<file path="config.mk">
export PLATFORM = sky130hd
export DESIGN_NAME = readability_grade_counter
export DESIGN_NICKNAME = d
export VERILOG_FILES = /design/src/rgc_pkg.sv /design/src/rgc_ctrl.sv /design/src/rgc_dp.sv /design/src/readability_grade_counter.sv
export SDC_FILE = /design/constraint.sdc
export NUM_CORES = 1
export LEC_CHECK = 0
export BUFFER_PORTS_ARGS = -buffer_cell sky130_fd_sc_hd__buf_4
export CAP_MARGIN = 25
export CORE_ASPECT_RATIO = 0.7
export CORE_MARGIN = 2
export CORE_UTILIZATION = 35
export DETAILED_ROUTE_END_ITERATION = 8
export PLACE_DENSITY = 0.6
export SETUP_SLACK_MARGIN = 0.3
export SYNTH_ARGS = -nofsm -noshare
export SYNTH_HDL_FRONTEND = slang
export SYNTH_SLANG_ARGS = --single-unit
</file>
<file path="constraint.sdc">
create_clock -name clk -period 19.3 [get_ports clk]
set_clock_uncertainty 0.2 [all_clocks]
set_input_delay 0 -clock clk [delete_from_list [all_inputs] [get_ports clk]]
set_output_delay 0 -clock clk [all_outputs]
set_load 0.01 [all_outputs]
</file>
<file path="src/rgc_pkg.sv">
package rgc_pkg;

  // fixed field widths
  localparam int unsigned BYTE_WIDTH   = 8;
  localparam int unsigned GRADE_WIDTH  = 5;
  localparam int unsigned REPORT_WIDTH = 16;

  // scaled coleman-liau weights: 0.0588*100*100, 0.296*100*100, 15.8*100
  localparam int unsigned K_LETTER   = 588;
  localparam int unsigned K_SENTENCE = 2960;
  localparam int unsigned K_WORD     = 1580;
  localparam int unsigned K_DEN      = 100;

  localparam int unsigned GRADE_MAX  = 16;
  localparam int unsigned QUOT_BITS  = 6;
  localparam int unsigned STEP_WIDTH = 3;

  // datapath operations
  localparam int unsigned OP_WIDTH = 4;
  localparam logic [OP_WIDTH-1:0] OP_NONE  = 4'd0;
  localparam logic [OP_WIDTH-1:0] OP_ACC_L = 4'd1;
  localparam logic [OP_WIDTH-1:0] OP_ACC_S = 4'd2;
  localparam logic [OP_WIDTH-1:0] OP_ACC_W = 4'd3;
  localparam logic [OP_WIDTH-1:0] OP_DEN   = 4'd4;
  localparam logic [OP_WIDTH-1:0] OP_LOAD  = 4'd5;
  localparam logic [OP_WIDTH-1:0] OP_OVF   = 4'd6;
  localparam logic [OP_WIDTH-1:0] OP_DIV   = 4'd7;
  localparam logic [OP_WIDTH-1:0] OP_OUT   = 4'd8;

  localparam logic [BYTE_WIDTH-1:0] CH_TAB   = 8'd9;
  localparam logic [BYTE_WIDTH-1:0] CH_CR    = 8'd13;
  localparam logic [BYTE_WIDTH-1:0] CH_SPACE = 8'd32;
  localparam logic [BYTE_WIDTH-1:0] CH_DOT   = 8'h2E;
  localparam logic [BYTE_WIDTH-1:0] CH_BANG  = 8'h21;
  localparam logic [BYTE_WIDTH-1:0] CH_QUERY = 8'h3F;
  localparam logic [BYTE_WIDTH-1:0] CH_UP_A  = 8'h41;
  localparam logic [BYTE_WIDTH-1:0] CH_UP_Z  = 8'h5A;
  localparam logic [BYTE_WIDTH-1:0] CH_LO_A  = 8'h61;
  localparam logic [BYTE_WIDTH-1:0] CH_LO_Z  = 8'h7A;

  typedef struct packed {
    logic [BYTE_WIDTH-1:0] char_byte;
    logic                  end_of_text;
  } rgc_in_t;

  typedef struct packed {
    logic [GRADE_WIDTH-1:0]  grade_level;
    logic [REPORT_WIDTH-1:0] letter_total;
    logic [REPORT_WIDTH-1:0] word_total;
    logic [REPORT_WIDTH-1:0] sentence_total;
  } rgc_out_t;

  typedef struct packed {
    logic [OP_WIDTH-1:0]   op;
    logic [STEP_WIDTH-1:0] step;
    logic                  count_en;
  } rgc_cmd_t;

  function automatic logic is_letter(input logic [BYTE_WIDTH-1:0] b);
    return (b >= CH_UP_A && b <= CH_UP_Z) || (b >= CH_LO_A && b <= CH_LO_Z);
  endfunction

  function automatic logic is_space(input logic [BYTE_WIDTH-1:0] b);
    return (b == CH_SPACE) || (b >= CH_TAB && b <= CH_CR);
  endfunction

  function automatic logic is_mark(input logic [BYTE_WIDTH-1:0] b);
    return (b == CH_DOT) || (b == CH_BANG) || (b == CH_QUERY);
  endfunction

endpackage

</file>
<file path="src/rgc_ctrl.sv">
module rgc_ctrl
  import rgc_pkg::*;
(
  input  logic     clk,
  input  logic     rst,
  input  logic     byte_valid,
  input  logic     end_of_text,
  output logic     byte_stall,
  output logic     grade_valid,
  input  logic     grade_stall,
  output rgc_cmd_t cmd
);

  localparam logic [3:0] S_IDLE  = 4'd0;
  localparam logic [3:0] S_ACC_L = 4'd1;
  localparam logic [3:0] S_ACC_S = 4'd2;
  localparam logic [3:0] S_ACC_W = 4'd3;
  localparam logic [3:0] S_DEN   = 4'd4;
  localparam logic [3:0] S_LOAD  = 4'd5;
  localparam logic [3:0] S_OVF   = 4'd6;
  localparam logic [3:0] S_DIV   = 4'd7;
  localparam logic [3:0] S_DONE  = 4'd8;

  logic [3:0]            state, state_next;
  logic [STEP_WIDTH-1:0] step, step_next;
  logic                  grade_valid_next;
  logic                  out_free;

  assign byte_stall = (state != S_IDLE);
  assign out_free   = !grade_valid || !grade_stall;

  always_comb begin
    state_next       = state;
    step_next        = step;
    grade_valid_next = grade_valid && grade_stall;
    cmd.op           = OP_NONE;
    cmd.step         = step;
    cmd.count_en     = 1'b0;
    unique case (state)
      S_IDLE: begin
        if (byte_valid) begin
          cmd.count_en = 1'b1;
          if (end_of_text) begin
            state_next = S_ACC_L;
          end
        end
      end
      S_ACC_L: begin
        cmd.op     = OP_ACC_L;
        state_next = S_ACC_S;
      end
      S_ACC_S: begin
        cmd.op     = OP_ACC_S;
        state_next = S_ACC_W;
      end
      S_ACC_W: begin
        cmd.op     = OP_ACC_W;
        state_next = S_DEN;
      end
      S_DEN: begin
        cmd.op     = OP_DEN;
        state_next = S_LOAD;
      end
      S_LOAD: begin
        cmd.op     = OP_LOAD;
        state_next = S_OVF;
      end
      S_OVF: begin
        cmd.op     = OP_OVF;
        step_next  = STEP_WIDTH'(QUOT_BITS - 1);
        state_next = S_DIV;
      end
      S_DIV: begin
        cmd.op    = OP_DIV;
        step_next = step - STEP_WIDTH'(1);
        if (step == '0) begin
          state_next = S_DONE;
        end
      end
      S_DONE: begin
        if (out_free) begin
          cmd.op           = OP_OUT;
          grade_valid_next = 1'b1;
          state_next       = S_IDLE;
        end
      end
      default: begin
        state_next = S_IDLE;
      end
    endcase
  end

  always_ff @(posedge clk) begin
    if (rst) begin
      state       <= S_IDLE;
      step        <= '0;
      grade_valid <= 1'b0;
    end else begin
      state       <= state_next;
      step        <= step_next;
      grade_valid <= grade_valid_next;
    end
  end

endmodule

</file>
<file path="src/rgc_dp.sv">
module rgc_dp
  import rgc_pkg::*;
#(
  parameter int unsigned CW = 16
) (
  input  logic                  clk,
  input  logic                  rst,
  input  rgc_cmd_t              cmd,
  input  logic [BYTE_WIDTH-1:0] char_byte,
  output rgc_out_t              result
);

  localparam int unsigned AW = CW + 14;
  localparam int unsigned DW = CW + 16;
  localparam logic [CW-1:0] COUNT_MAX = {CW{1'b1}};

  logic [CW-1:0]        letter_count, space_count, sentence_count;
  logic [CW-1:0]        words;
  logic signed [AW-1:0] acc;
  logic [DW-1:0]        den, rem, div, trial;
  logic [QUOT_BITS-1:0] quot;
  logic                 neg, ovf;
  logic [GRADE_WIDTH-1:0] grade;

  assign words = (space_count == COUNT_MAX) ? COUNT_MAX : space_count + CW'(1);
  assign trial = div << cmd.step;

  // counters, cleared once the result has been captured
  always_ff @(posedge clk) begin
    if (rst || cmd.op == OP_OUT) begin
      letter_count   <= '0;
      space_count    <= '0;
      sentence_count <= '0;
    end else if (cmd.count_en) begin
      if (is_letter(char_byte)) begin
        if (letter_count != COUNT_MAX) letter_count <= letter_count + CW'(1);
      end else if (is_space(char_byte)) begin
        if (space_count != COUNT_MAX) space_count <= space_count + CW'(1);
      end else if (is_mark(char_byte)) begin
        if (sentence_count != COUNT_MAX) sentence_count <= sentence_count + CW'(1);
      end
    end
  end

  always_comb begin
    if (neg) begin
      grade = '0;
    end else if (ovf || quot > QUOT_BITS'(GRADE_MAX)) begin
      grade = GRADE_WIDTH'(GRADE_MAX);
    end else begin
      grade = quot[GRADE_WIDTH-1:0];
    end
  end

  always_ff @(posedge clk) begin
    unique case (cmd.op)
      OP_ACC_L: acc <= $signed(AW'(letter_count) * AW'(K_LETTER));
      OP_ACC_S: acc <= acc - $signed(AW'(sentence_count) * AW'(K_SENTENCE));
      OP_ACC_W: acc <= acc - $signed(AW'(words) * AW'(K_WORD));
      OP_DEN:   den <= DW'(words) * DW'(K_DEN);
      OP_LOAD: begin
        neg  <= acc[AW-1];
        rem  <= (DW'($unsigned(acc)) << 1) + den;
        div  <= den << 1;
        quot <= '0;
      end
      OP_OVF:   ovf <= (rem >= (div << QUOT_BITS));
      OP_DIV: begin
        if (rem >= trial) begin
          rem             <= rem - trial;
          quot[cmd.step]  <= 1'b1;
        end
      end
      OP_OUT: begin
        result.grade_level    <= grade;
        result.letter_total   <= (|(letter_count >> REPORT_WIDTH)) ?
                                 {REPORT_WIDTH{1'b1}} : REPORT_WIDTH'(letter_count);
        result.word_total     <= (|(words >> REPORT_WIDTH)) ?
                                 {REPORT_WIDTH{1'b1}} : REPORT_WIDTH'(words);
        result.sentence_total <= (|(sentence_count >> REPORT_WIDTH)) ?
                                 {REPORT_WIDTH{1'b1}} : REPORT_WIDTH'(sentence_count);
      end
      default: begin
      end
    endcase
  end

endmodule

</file>
<file path="src/readability_grade_counter.sv">
// Coleman-Liau readability grade of a byte stream. Text bytes stream in one
// transfer per cycle while idle; letters, whitespace (tab, newline, vertical
// tab, form feed, carriage return, space) and sentence marks ('.', '!', '?')
// are counted in saturating counters of COUNT_WIDTH bits. The byte flagged
// end_of_text is counted too, and then the input stalls while a sequencer runs
// the grade through one constant multiplier (three weighted terms and the
// denominator, one per cycle) and a restoring divider that resolves one
// quotient bit per cycle. The grade is round((588L - 2960S - 1580W) / (100W))
// with halves away from zero, clamped to 0..16; the totals are reported with
// saturation at 65535. A finished result sits in an output register, so the
// next text may stream in while the result waits to be taken; after a second
// final byte the input stays stalled until that register frees up.
module readability_grade_counter
  import rgc_pkg::*;
#(
  parameter int unsigned COUNT_WIDTH = 16
) (
  input  logic     clk,
  input  logic     rst,
  // text byte channel
  input  logic     byte_valid,
  output logic     byte_stall,
  input  rgc_in_t  byte_data,
  // result channel
  output logic     grade_valid,
  input  logic     grade_stall,
  output rgc_out_t grade_data
);

  // command bundle from the sequencer to the counters and arithmetic
  rgc_cmd_t cmd;

  // sequencer: byte acceptance, grade computation steps, result handoff
  rgc_ctrl u_ctrl (
    .clk         (clk),
    .rst         (rst),
    .byte_valid  (byte_valid),
    .end_of_text (byte_data.end_of_text),
    .byte_stall  (byte_stall),
    .grade_valid (grade_valid),
    .grade_stall (grade_stall),
    .cmd         (cmd)
  );

  // counters, numerator accumulator, divider and output register
  rgc_dp #(
    .CW (COUNT_WIDTH)
  ) u_dp (
    .clk       (clk),
    .rst       (rst),
    .cmd       (cmd),
    .char_byte (byte_data.char_byte),
    .result    (grade_data)
  );

endmodule

</file>
## After elaboration in Yosys (flattened, before gate mapping)

Index checks and enable logic that the tools add are counted.

| storage, ports and cells | value |
|---|---|
| word-level logic and storage cells | 121 |
| register bits after elaboration | 221 |
| input bits | 13 |
| output and inout port bits | 55 |

| cells by class | value |
|---|---|
| equal/unequal tests | 29 |
| $mul | 4 |
| reductions and logical operators | 26 |
| bitwise gates (word level) | 3 |
| $lt $le $gt $ge | 11 |
| add/sub/neg operators | 8 |
| muxes and demuxes | 21 |
| shift-type cells | 1 |

Operators with widths:

| operator | count |
|---|---|
| 30-bit case mux with 3 select lines | 1 |
| 32-bit case mux with 2 select lines | 1 |
| 16-bit by 1-bit adder with 16-bit output, second input constant | 3 |
| 16-bit by 8-bit multiplier with 24-bit output, second input constant | 2 |
| 16-bit != test, second input constant | 3 |
| 4-bit case mux with 9 select lines | 1 |
| 31-bit by 23-bit adder with 32-bit output | 1 |
| 4-bit by 3-bit == test with 1-bit output, second input constant | 8 |
| 8-bit by 6-bit == test with 1-bit output, second input constant | 4 |
| 32-bit by 30-bit greater-or-equal comparator with 1-bit output | 1 |
| 32-bit greater-or-equal comparator | 1 |
| 32-bit two-way mux | 1 |
| 4-bit case mux with 8 select lines | 1 |
| 24-bit by 3-bit left shift with 32-bit output | 1 |
| 32-bit subtractor | 1 |
| 30-bit by 28-bit subtractor with 30-bit output | 1 |
| 30-bit by 29-bit subtractor with 30-bit output | 1 |
| 16-bit by 9-bit multiplier with 25-bit output, second input constant | 1 |
| 16-bit by 5-bit multiplier with 21-bit output, second input constant | 1 |
| 4-bit two-way mux | 5 |
| 16-bit == test, second input constant | 1 |
| 4-bit by 2-bit == test with 1-bit output, second input constant | 4 |
| 8-bit by 7-bit greater-or-equal comparator with 1-bit output, second input constant | 2 |
| 8-bit by 7-bit less-or-equal comparator with 1-bit output, second input constant | 2 |
| other kinds (32) | 55 |

## Logic depth before layout (Yosys ltp)

| depth | value |
|---|---|
| depth after elaboration | 7 |
| gate-level depth with buffers | 38 |
| mapped depth without buffers | 36 |

## Modules after synthesis

Synthesis repeated with hierarchy kept, for this count alone.

| unflattened totals | value |
|---|---|
| cells, all modules | 2,394 |
| area, all modules | 22,542.9 µm² |

By module, submodules not included:

| module | instances | sequential area each (µm²) | area an instance (µm²) | cells an instance |
|---|---|---|---|---|
| rgc_dp | 1 | 5,795.6 | 22,081.2 | 2,346 |
| rgc_ctrl | 1 | 160.2 | 461.7 | 48 |

## Worst setup path before layout

No wires, ideal clock.

| timing | value |
|---|---|
| kind | register -> register |
| from | reg u_dp.space_count[0] |
| to | reg u_dp.acc[29] (data pin) |
| arrival | 7.192 ns |
| setup time | 0.268 ns |
| period minus slack after synthesis | 7.661 ns |
| setup slack | 11.639 ns |
| required time | 18.832 ns |
| stages on the path, launching flop included | 37 |
| cells stage by stage | dfxtp_1 > ha_1 > nand3_1 > nor2_1 > nand4_1 > nor2_1 > and2_1 > nand4_1 > buf_2 > clkbuf_1 > nand2_1 > ha_1 > ha_1 > ha_1 > inv_1 > fa_1 > inv_1 > ha_1 > inv_1 > fa_1 > nor2b_1 > o21ai_0 > a21oi_1 > o211ai_1 > a21oi_1 > nor3_1 > o31a_1 > xnor2_1 > ha_1 > a21o_1 > a21o_1 > a21o_1 > a21oi_1 > nor2b_1 > a2111oi_1 > o21ai_0 > nor3b_1 |

| between the ends | value |
|---|---|
| word-level cells in the longest chain between the ends | 5 |
| elaborated cells on any way between the ends | 6 |
| those cells by class | add/sub (2); mul (1); eq/ne (1); mux (2) |

Ends and longest elaborated chain:

| element | line | text |
|---|---|---|
| start, declared | rgc_dp.sv:17 | `logic [CW-1:0] letter_count, space_count, sentence_count;` |
| start signal, assigned | rgc_dp.sv:38 | `if (space_count != COUNT_MAX) space_count <= space_count + CW'(1);` |
| 16-bit by 1-bit adder with 16-bit output / 16-bit == test (equally long branches) | rgc_dp.sv:25 | `assign words = (space_count == COUNT_MAX) ? COUNT_MAX : space_count + CW'(1);` |
| 16-bit two-way mux * | rgc_dp.sv:25 |  |
| net u_dp.words[4] | rgc_dp.sv:18 | `logic [CW-1:0] words;` |
| 16-bit by 9-bit multiplier with 25-bit output * | rgc_dp.sv:59 | `OP_ACC_W: acc <= acc - $signed(AW'(words) * AW'(K_WORD));` |
| 30-bit by 28-bit subtractor with 30-bit output * | rgc_dp.sv:59 |  |
| 30-bit case mux with 3 select lines * | rgc_dp.sv:56 | `unique case (cmd.op)` |
| end signal, assigned | rgc_dp.sv:57 | `OP_ACC_L: acc <= $signed(AW'(letter_count) * AW'(K_LETTER));` |
| end signal, assigned | rgc_dp.sv:58 | `OP_ACC_S: acc <= acc - $signed(AW'(sentence_count) * AW'(K_SENTENCE));` |
| end signal, assigned | rgc_dp.sv:59 |  |
| end, declared | rgc_dp.sv:19 | `logic signed [AW-1:0] acc;` |

Mark *: on every way through the listed nets, which the timed path passes. The rest lies on a longest branch.
A chain may end at the register's enable or synchronous reset.

## Worst setup path after layout

Same ends and word-level chain as after synthesis.

==> flow_metrics.env <==
export IMPL_status="complete, no violations"
export IMPL_switching_share_pct=34.1
export IMPL_timing_worst_setup_path_type="reg -> reg"
export IMPL_cp_num_buf_inv=3
export IMPL_cts_sinks=217
export IMPL_drt_wl_total_um=59000
export IMPL_post_synth_and_or_nand_nor_area_fraction_pct=12.0
export IMPL_finalCriticalPeriod_ps=9060
export IMPL_synthArstFlopShare_pct=0
export IMPL_hold_violations=0
export IMPL_ys_warn_count=0
export IMPL_drv_slew=0
export IMPL_drive_gt1_share_pct=6.91
export IMPL_drt_wirelength_per_cell_um=18.2
export IMPL_hp_class="in -> reg"
export IMPL_setup_viol_count_final=0
export IMPL_critPathCaptureType="flop"
export IMPL_syn_area_um2=22100
export IMPL_cts_buffers=25
export IMPL_worstRegToRegCells=34
export IMPL_start_util_pct=35.6
export IMPL_cts_repair_resized=0
export IMPL_grt_pass1_wl_um=93100
export IMPL_clkLatencyLatePin_ps=570
export IMPL_fin_nets=2868
export IMPL_overflow=0
export IMPL_timing_rr_start="u_dp.space_count[0]"
export IMPL_port_buffers=67
export IMPL_die_h_um=214
export IMPL_antenna_found_initial=0
export IMPL_total_power_mw=1.51
export IMPL_gr_usage_all_layers_pct=17.9
export IMPL_final_common_cell="ha_1"
export IMPL_synth_top_family_by_area="adder cells"
export IMPL_path_max_fanout=20
export IMPL_start_kind="flop"
export IMPL_required_ps=19380
export IMPL_synth_edff_count=161
export IMPL_syn2layout_area_growth_pct=11.2
export IMPL_cp_arrival_ps=9140
export IMPL_drtAntennaViolNets=0
export IMPL_relSlewSlack_pct=27.2
export IMPL_drt_pass1_iter_count=5
export IMPL_synthCells=2320
export IMPL_avgSynthCellArea_um2=9.51
export IMPL_synth_cell_types=88
export IMPL_synthFlopType="edfxtp_1"
export IMPL_power_density_nw_per_um2=61.6
export IMPL_drt_iter0_drc=1435
export IMPL_crit_family="simple AND/OR/NAND/NOR gates"
export IMPL_rows=76
export IMPL_path_clk_slew_ps=60
export IMPL_dpl_cell_count=3175
export IMPL_viasPerCell=5.25
export IMPL_core_um2=61900
export IMPL_synth_xor_area_share_pct=7.70
export IMPL_htree_levels=1
export IMPL_p_int_mw=0.995
export IMPL_maxCapViolations=0
export IMPL_p_switching_mw=0.516
export IMPL_fmax_mhz=110
export IMPL_layout_common_cells="ha_1, inv_1, a21oi_1, edfxtp_1, nor2_1"
export IMPL_grt_pass1_vias=16500
export IMPL_via_count=17000
export IMPL_cpMaxStageDelayCell="nand4_1"
export IMPL_synth_fa_ha_area_share_pct=29.6
export IMPL_min_to="u_dp.letter_count[1]"
export IMPL_p_leak_nw=11.5
export IMPL_tritoncts="built"
export IMPL_cts_root_buffer="clkbuf_16"
export IMPL_r2r_end="u_dp.acc[29]"
export IMPL_slowest_delay_ps=580
export IMPL_die_area_um2=65100
export IMPL_drc_errors=0
export IMPL_p_clk_share_pct=32.2
export IMPL_diodes=0
export IMPL_io_pins=68
export IMPL_fin_crit_sh_pct=46.9
export IMPL_hold_depth=6
export IMPL_fin_cells=3236
export IMPL_dieWidth_um=304
export IMPL_p_seq_share_pct=37.8
export IMPL_hpwlAfterDp_um=48100
export IMPL_gp_congestion=0.940
export IMPL_reg2reg_slack_ps=10240
export IMPL_tns_ps=0
export IMPL_p_comb_share_pct=30.0
export IMPL_synth_compound_area_share_pct=14.2
export IMPL_worst_path_most_repeated_cell="ha_1"
export IMPL_rsz0062_at_grt="no"
export IMPL_min_from="byte_data[3]"
export IMPL_clockBufferDepth=3
export IMPL_grt_max_degree=65
export IMPL_synthesis_nets=2789
export IMPL_worst_pin_slew_ps=1090
export IMPL_seq_area_frac_synth_pct=27.0
export IMPL_ys_seq_elements=217
export IMPL_max_vdd_ir_drop_mv=0.0648
export IMPL_synth_mux_area_share_pct=3.14
[cells by family after synthesis]
kind of cell             count (synthesis)
buffers and inverters                  368
multiplexers                            49
adder cells (fa/ha/maj)                456
AO/OA/AOI/OAI                          496
XOR/XNOR                               194
flip-flops                             217
AND/OR/NAND/NOR                        540
[tightest hold or removal path, stage by stage]
cell and delay (ps):
buf_4 110, a21oi_1 40, nor2_1 260, nor4_4 140, mux2i_1 120, nor2_1 70
[power by group through the flow]
stage          sequential, mW  combinational, mW  clock (mW)
3_3_place_gp            0.581              0.427           0
4_1_cts                 0.572              0.445       0.497
3_5_place_dp            0.582              0.439           0
6_report                0.571              0.453       0.487
5_1_grt                 0.572              0.503       0.514
2_1_floorplan           0.556              0.338           0
[repair_timing]
item,in CTS,in global routing
hold endpoints to repair,40,0
hold buffers,15,0
buffers inserted,0,0
endpoints found under the setup margin,0,0
[registers in the layout, summed over array words and instances, names as in the netlist]
name / count
u_ctrl.grade_valid: 1
u_ctrl.state: 4
u_ctrl.step: 3
u_dp.acc: 28
u_dp.den: 21
u_dp.div: 21
u_dp.letter_count: 16
u_dp.neg: 1
u_dp.ovf: 1
u_dp.quot: 6
u_dp.rem: 30
u_dp.result: 53
u_dp.sentence_count: 16
u_dp.space_count: 16
[cell type report]
| cell class | instances | area [um2] |
|---|---|---|
| clock buffers | 35 | 726 |
| clock inverters | 10 | 86.3 |
| fillers | 6098 | 37400 |
| inverters | 324 | 1220 |
| multi-input cells | 1735 | 14700 |
| flip-flops and latches | 217 | 5960 |
| well taps | 819 | 1020 |
| repair buffers | 96 | 786 |
[stage by stage]
| step | setup WS [ps] | hold slack [ps] | area [um2] | utilization (%) |
|---|---|---|---|---|
| detailed placement | 10380 | 56.6 | 23600 | 38.1 |
| global route | 9360 | 61.1 | 24500 | 39.6 |
| finish | 10240 | 26.6 | 24500 | 39.6 |
| floorplan | 11640 | -36.4 | 22100 | - |
| CTS | 10320 | 3.83 | 24500 | 39.6 |
| global placement | 10510 | 59.0 | 23500 | 38.0 |
[worst max-delay path by stage]
stage	from	end	slack, ps	cells after the start
global route	u_dp.space_count[0]	u_dp.acc[29]	9360	34
global placement	u_dp.space_count[0]	u_dp.acc[29]	10510	34
CTS	u_dp.space_count[0]	u_dp.acc[29]	10320	34
detailed placement	u_dp.space_count[0]	u_dp.acc[29]	10380	34
finish	u_dp.space_count[0]	u_dp.acc[29]	10240	34
floorplan	u_dp.space_count[0]	u_dp.acc[29]	11640	36
[Yosys cell counts, types with 34 or more instances]
master / count / area share (%)
ha_1: 345 / 20
inv_1: 322 / 5.5
a21oi_1: 177 / 4.0
edfxtp_1: 161 / 22
nor2_1: 153 / 2.6
nand2_1: 132 / 2.2
fa_1: 111 / 10
xnor2_1: 111 / 4.4
o21ai_0: 102 / 2.3
xor2_1: 83 / 3.3
dfxtp_1: 56 / 5.1
a21o_1: 51 / 1.7
nand3_1: 51 / 1.2
nor3_1: 34 / 0.77
[routing by layer]
metal | vias to the layer above | track usage (%) | share of wire (%) | routed length, um
met5 | - | 0 | 0 | 0
met4 | 0 | 2.40 | 1.3 | 754
met3 | 51 | 3.46 | 7.0 | 4150
met2 | 429 | 24.4 | 38 | 22500
met1 | 8243 | 29.0 | 54 | 31700
li1 | 8271 | - | - | -
No activity file was read; power rests on OpenSTA's default activity.
